<file path="src/design/ipl_pkg.sv">
// Shared constants, codes and types of the initial range planner.
package ipl_pkg;

    // Span table and offset sizing.
    localparam int MAX_SPANS = 64;
    localparam int IDX_W     = $clog2(MAX_SPANS);
    localparam int CNT_W     = IDX_W + 1;
    localparam int OFF_BITS  = 48;
    localparam int POS_W     = OFF_BITS + 1;
    localparam int LEN_W     = POS_W + 1;
    localparam int BIT_W     = $clog2(POS_W);

    // Register widths and configuration port.
    localparam int UNIT_W    = 25;
    localparam int LIM_W     = 7;
    localparam int CFG_IDX_W = 2;
    localparam int CFG_W     = 48;

    // Register indexes.
    localparam logic [CFG_IDX_W-1:0] REG_MODE  = 2'd0;
    localparam logic [CFG_IDX_W-1:0] REG_TOTAL = 2'd1;
    localparam logic [CFG_IDX_W-1:0] REG_BLOCK = 2'd2;
    localparam logic [CFG_IDX_W-1:0] REG_LIMIT = 2'd3;

    // Datapath operations issued by the controller.
    typedef enum logic [3:0] {
        OP_NONE,
        OP_ITEM,
        OP_CLEAR,
        OP_MAX_START,
        OP_DIV_START,
        OP_MID,
        OP_WR_LO,
        OP_WR_HI,
        OP_CNT_START,
        OP_MIN_START,
        OP_EMIT_SPAN,
        OP_EMIT_WHOLE,
        OP_EMIT_ERR,
        OP_EMIT_EMPTY
    } t_op;

    typedef struct packed {
        t_op op;
    } t_cmd;

    typedef struct packed {
        logic busy;
        logic div_busy;
        logic mode;
        logic ovf;
        logic split_go;
        logic len_ok;
        logic mid_ok;
        logic no_valid;
        logic final_pick;
        logic out_free;
    } t_stat;

endpackage

</file>
<file path="src/design/ipl_ctrl.sv">
// Controller: sequences scan, split loop, ordered emission and cleanup.
module ipl_ctrl (
    input  logic           i_clk,
    input  logic           i_rst_n,
    input  logic           i_in_valid,
    input  logic           i_last_block,
    input  ipl_pkg::t_stat i_stat,
    output logic           o_in_ready,
    output ipl_pkg::t_cmd  o_cmd
);
    import ipl_pkg::*;

    typedef enum logic [3:0] {
        S_SCAN,
        S_PLAN,
        S_MAX,
        S_CHK,
        S_DIV,
        S_TEST,
        S_WRHI,
        S_NEXT,
        S_CNT,
        S_MIN,
        S_EMIT,
        S_WHOLE,
        S_ERR,
        S_EMPTY,
        S_DONE
    } t_state;

    t_state r_state;
    t_state n_state;

    assign o_in_ready = (r_state == S_SCAN);

    // Next state and the operation for this cycle.
    always_comb begin
        n_state  = r_state;
        o_cmd.op = OP_NONE;
        case (r_state)
            S_SCAN: begin
                if (i_in_valid) begin
                    o_cmd.op = OP_ITEM;
                    if (i_last_block) begin
                        n_state = S_PLAN;
                    end
                end
            end
            S_PLAN: begin
                if (!i_stat.mode) begin
                    n_state = S_WHOLE;
                end else if (i_stat.ovf) begin
                    n_state = S_ERR;
                end else if (i_stat.split_go) begin
                    o_cmd.op = OP_MAX_START;
                    n_state  = S_MAX;
                end else begin
                    o_cmd.op = OP_CNT_START;
                    n_state  = S_CNT;
                end
            end
            S_MAX: begin
                if (!i_stat.busy) begin
                    n_state = S_CHK;
                end
            end
            S_CHK: begin
                if (i_stat.len_ok) begin
                    o_cmd.op = OP_DIV_START;
                    n_state  = S_DIV;
                end else begin
                    o_cmd.op = OP_CNT_START;
                    n_state  = S_CNT;
                end
            end
            S_DIV: begin
                if (!i_stat.div_busy) begin
                    o_cmd.op = OP_MID;
                    n_state  = S_TEST;
                end
            end
            S_TEST: begin
                if (i_stat.mid_ok) begin
                    o_cmd.op = OP_WR_LO;
                    n_state  = S_WRHI;
                end else begin
                    o_cmd.op = OP_CNT_START;
                    n_state  = S_CNT;
                end
            end
            S_WRHI: begin
                o_cmd.op = OP_WR_HI;
                n_state  = S_NEXT;
            end
            S_NEXT: begin
                if (i_stat.split_go) begin
                    o_cmd.op = OP_MAX_START;
                    n_state  = S_MAX;
                end else begin
                    o_cmd.op = OP_CNT_START;
                    n_state  = S_CNT;
                end
            end
            S_CNT: begin
                if (!i_stat.busy) begin
                    if (i_stat.no_valid) begin
                        n_state = S_EMPTY;
                    end else begin
                        o_cmd.op = OP_MIN_START;
                        n_state  = S_MIN;
                    end
                end
            end
            S_MIN: begin
                if (!i_stat.busy) begin
                    n_state = S_EMIT;
                end
            end
            S_EMIT: begin
                if (i_stat.out_free) begin
                    o_cmd.op = OP_EMIT_SPAN;
                    n_state  = i_stat.final_pick ? S_DONE : S_MIN;
                end
            end
            S_WHOLE: begin
                if (i_stat.out_free) begin
                    o_cmd.op = OP_EMIT_WHOLE;
                    n_state  = S_DONE;
                end
            end
            S_ERR: begin
                if (i_stat.out_free) begin
                    o_cmd.op = OP_EMIT_ERR;
                    n_state  = S_DONE;
                end
            end
            S_EMPTY: begin
                if (i_stat.out_free) begin
                    o_cmd.op = OP_EMIT_EMPTY;
                    n_state  = S_DONE;
                end
            end
            S_DONE: begin
                o_cmd.op = OP_CLEAR;
                n_state  = S_SCAN;
            end
            default: begin
                n_state = S_SCAN;
            end
        endcase
    end

    // State register.
    always_ff @(posedge i_clk) begin
        if (!i_rst_n) begin
            r_state <= S_SCAN;
        end else begin
            r_state <= n_state;
        end
    end

endmodule

</file>
<file path="config.mk">
export PLATFORM = sky130hd
export DESIGN_NAME = ipl_ctrl
export DESIGN_NICKNAME = d
export VERILOG_FILES = /design/src/design/ipl_pkg.sv /design/src/design/ipl_ctrl.sv
export SDC_FILE = /design/constraint.sdc
export NUM_CORES = 1
export LEC_CHECK = 0
export ABC_AREA = 1
export BUFFER_PORTS_ARGS = -buffer_cell sky130_fd_sc_hd__buf_2
export CAP_MARGIN = 15
export CORE_MARGIN = 5
export CORE_UTILIZATION = 40
export DETAILED_ROUTE_END_ITERATION = 8
export PLACE_DENSITY_LB_ADDON = 0.25
export SYNTH_ARGS = -nofsm -noshare
export SYNTH_HDL_FRONTEND = slang
export SYNTH_SLANG_ARGS = --single-unit
</file>
<file path="constraint.sdc">
create_clock -name i_clk -period 2.6 [get_ports i_clk]
set_input_delay 0.52 -clock i_clk [delete_from_list [all_inputs] [get_ports i_clk]]
set_output_delay 0.52 -clock i_clk [all_outputs]
set_load 0.03 [all_outputs]
</file>
## Word-level counts from Yosys, hierarchy flattened

Cells that the tools add are included.

| word-level totals | value |
|---|---|
| flip-flop bits (word level) | 4 |
| output and inout bits | 5 |
| logic and storage cells | 54 |

| operators by class | value |
|---|---|
| equality and inequality tests | 22 |
| muxes and demuxes | 28 |
| reduce and logical (&&, ||, !) cells | 3 |

Operator list:

| kind | count |
|---|---|
| 4-bit two-way mux | 22 |
| 4-bit case mux with 13 select lines | 1 |
| 4-bit case mux with 12 select lines | 1 |
| 4-bit == test (second input constant) | 7 |
| 4-bit by 3-bit == test with 1-bit output (second input constant) | 4 |
| 2-bit != test (second input constant) | 7 |
| 3-bit two-way mux | 3 |
| 4-bit by 2-bit == test with 1-bit output (second input constant) | 2 |
| 8-bit AND reduction | 1 |
| 4-bit by 1-bit == test with 1-bit output (second input constant) | 1 |
| 4-bit logical NOT | 1 |
| 3-bit OR reduction | 1 |
| 2-bit by 1-bit != test with 1-bit output (second input constant) | 1 |
| 1-bit two-way mux | 1 |

## Depth between registers and ports, before layout

| logic depth | value |
|---|---|
| depth in word-level cells | 4 |
| gate-level depth with buffers | 10 |
| gate-level depth less buffers | 9 |

## Least setup slack after synthesis

No wires, ideal clock.

| timing path | value |
|---|---|
| path type | register -> output |
| start | reg r_state[2] |
| end | out o_cmd[0] (netlist name) |
| arrival | 1.605 ns |
| data required time | 2.080 ns |
| setup slack | 0.475 ns |
| stages on the path, launching flop included | 6 |
| path through | dfxtp_1 > inv_2 > nand2_1 > nor3_1 > nand2_1 > nand4_1 |

RTL lines:

| element | line | RTL |
|---|---|---|
| start: declaration | ipl_ctrl.sv:31 | `t_state r_state;` |
| start signal: assignment | ipl_ctrl.sv:158 | `r_state <= n_state;` |
| end: declaration | ipl_ctrl.sv:9 | `output ipl_pkg::t_cmd o_cmd` |

==> impl_metrics.tcl <==
set metrics [dict create \
    hold_buffers 0 \
    fin_crit_sh_pct 87.35 \
    dieHeight_um 50.25 \
    finalWirelength_um 1835 \
    multi_input_area_um2 473.0 \
    crit_arrival_ns 1.75 \
    final_cell_area_um2 768.2 \
    antennaDiodeCount 0 \
    start_util_pct 42.53 \
    pwr-share-comb_pct 72.2 \
    cts_tree "built" \
    gp_congestion 0.9269 \
    cp-end-kind "output port" \
    instances_no_fill 163 \
    dieArea_um2 2525 \
    final_common_cell "nand2_1" \
    post-route-min-period_ns 2.271 \
    h-tree-depth 1 \
    leakage_nw 0.4423 \
    fmax_ghz 0.4403 \
    grt_max_degree 10 \
    setup_viol 0 \
    setup.worst_path.start_class "flip-flop" \
    p_seq_share_pct 17.9 \
    largest_reg_flops 4 \
    hold_violations 0 \
    place_ws_ns 0.5895 \
    maxSlewViolCount 0 \
    cp-startpoint "r_state[3]$_SDFFE_PN0P_" \
    clock_sinks 4 \
    cts_resized 0 \
    worstHoldPathCells 3 \
    finalCoreUtilization_pct 50.41 \
    critPathSlowestCell "dfxtp_1" \
    critical-path-max-stage-delay_ns 0.47 \
    tns_ns 0 \
    drive_gt1_share_pct 24.49 \
    wl_per_cell_um 11.26 \
    rsz0062_at_grt "no" \
    power.density_nw_per_um2 1052 \
    synth-main-ff-cell "dfxtp_1" \
    clock_skew_ns 0.001468 \
    synth_cell_types 20 \
    vias_per_cell 5.294 \
    grt_pass1_vias 782 \
    port_buffers 18 \
    antenna_found_initial 0 \
    maxSlewHeadroom_pct 77.91 \
    synth-seq-cells 4 \
    rr_worst_depth 8 \
    cts_root_buf "clkbuf_4" \
    synth.cell_area_um2 648.1 \
    fp.coreArea_um2 1524 \
    synth_async_sr_flop_share_pct 0 \
    whs_ns 0.5582 \
    layout.area.seq_um2 80.08 \
    grtUsageTotal_pct 15.31 \
    postCtsSetupBuffers 0 \
    placed_cell_area_um2 745.7 \
    drt_first_pass_iters 4 \
    status "completed" \
    ant_nets 0 \
    power_mw 0.8080 \
    path_cells "inv_2, nor2_2, nand2_1, nor3_1, inv_1, o2111ai_1, buf_2" \
    reg.largest.list "r_state: 4 flops" \
    syn_inst 128 \
    worst_slew_pin_slew_ns 0.3309 \
    io_pins 19 \
    clk_pin_slew_ns 0.04 \
    cp.required_ns 2.08 \
    area_delta_synth_final_pct 18.53 \
    grt_pass1_wl_um 3132 \
    clk_latency_ns 0.24 \
    syn_nets 142 \
    clkPwrFrac_pct 9.8 \
    cap_violations 0 \
    power_switching_mw 0.4844 \
    path_class "reg -> out" \
    timing.rr.start "r_state[1]$_SDFFE_PN0P_" \
    numCtsBuffers 3 \
    grt-ovfl-total 0 \
    rows 14 \
    netSwitchingFraction_pct 59.94 \
    layout.cells.most_common_list "nand2_1, nor2_1, buf_2" \
    drt_iter0_markers 34 \
    layout.nets 163 \
    ys_warn_count 0 \
    top_register "r_state" \
    dp_hpwl_um 1555 \
    hold_class "in -> reg" \
    peakVddDrop_uv 644.6 \
    critPathMaxFanout 6 \
    min_from "i_rst_n" \
    finalWorstSetupSlack_ns 0.3289 \
    dieWidth_um 50.25 \
    seq_area_frac_synth_pct 12.36 \
    num_vias 863 \
    nFillCells 161 \
    dp.cells 160 \
    cts_buffer_depth 2 \
    synth_edf_count 0 \
    syn_area_per_cell_um2 5.063 \
    p_int_mw 0.3237 \
    drc_errors 0 \
]
## path summary, 6_finish.rpt
| kind | end | slack [ns] |
|---|---|---|
| worst max-delay path | o_cmd[3] | 0.33 |
| worst min-delay path | r_state[2]$_SDFFE_PN0P_ | 0.56 |
| worst max register to register | r_state[1]$_SDFFE_PN0P_ | 1.19 |
| worst min register to register | r_state[0]$_SDFFE_PN0P_ | 0.58 |
## power by group through the flow
stage / sequential [mW] / combinational [mW] / clock [mW]
2_1_floorplan: 0.113 / 0.481 / 0
3_3_place_gp: 0.143 / 0.577 / 0
3_5_place_dp: 0.145 / 0.573 / 0
4_1_cts: 0.144 / 0.579 / 0.0802
5_1_grt: 0.153 / 0.647 / 0.0861
6_report: 0.145 / 0.584 / 0.0795
## cell families (layout without fill, tap and decap cells)
logic type	count (synthesis)	in the layout	synth area share [%]
AO/OA/AOI/OAI	10	10	9.460
AND/OR/NAND/NOR	90	90	63.51
buffers and inverters	24	43	14.67
flip-flops	4	4	12.36
## cells in the mapped netlist (2+ instances only)
master / instances / area, um2
nand2_1: 43 / 161.4
nor2_1: 18 / 67.56
inv_1: 17 / 63.81
nand3_1: 11 / 55.05
inv_2: 5 / 18.77
dfxtp_1: 4 / 80.08
nor3_1: 4 / 20.02
o21ai_0: 4 / 20.02
a21oi_1: 3 / 15.01
nand3_2: 3 / 30.03
nand3b_1: 3 / 22.52
nor2_2: 3 / 18.77
nand2_2: 2 / 12.51
nand4_1: 2 / 12.51
## routing by layer
metal	global-route usage, %	wire [um]
met5	0	0
met4	5.240	34
met3	4.438	143
met2	24.27	851
met1	19.61	806
## critical path: cells and delay by family (launching register included)
family                 cells  cell delay, ns
AND/OR/NAND/NOR            3            0.56
flip-flops                 1            0.47
buffers and inverters      3            0.38
AO/OA/AOI/OAI              1            0.10
## layout make-up
cell class	instances	area share [%]
clock buffers	3	2.932
well taps	16	2.606
multi-input cells	100	61.56
inverters	22	10.75
repair buffers	18	11.73
flip-flops and latches	4	10.42
Power figures use the tool's default switching activity.
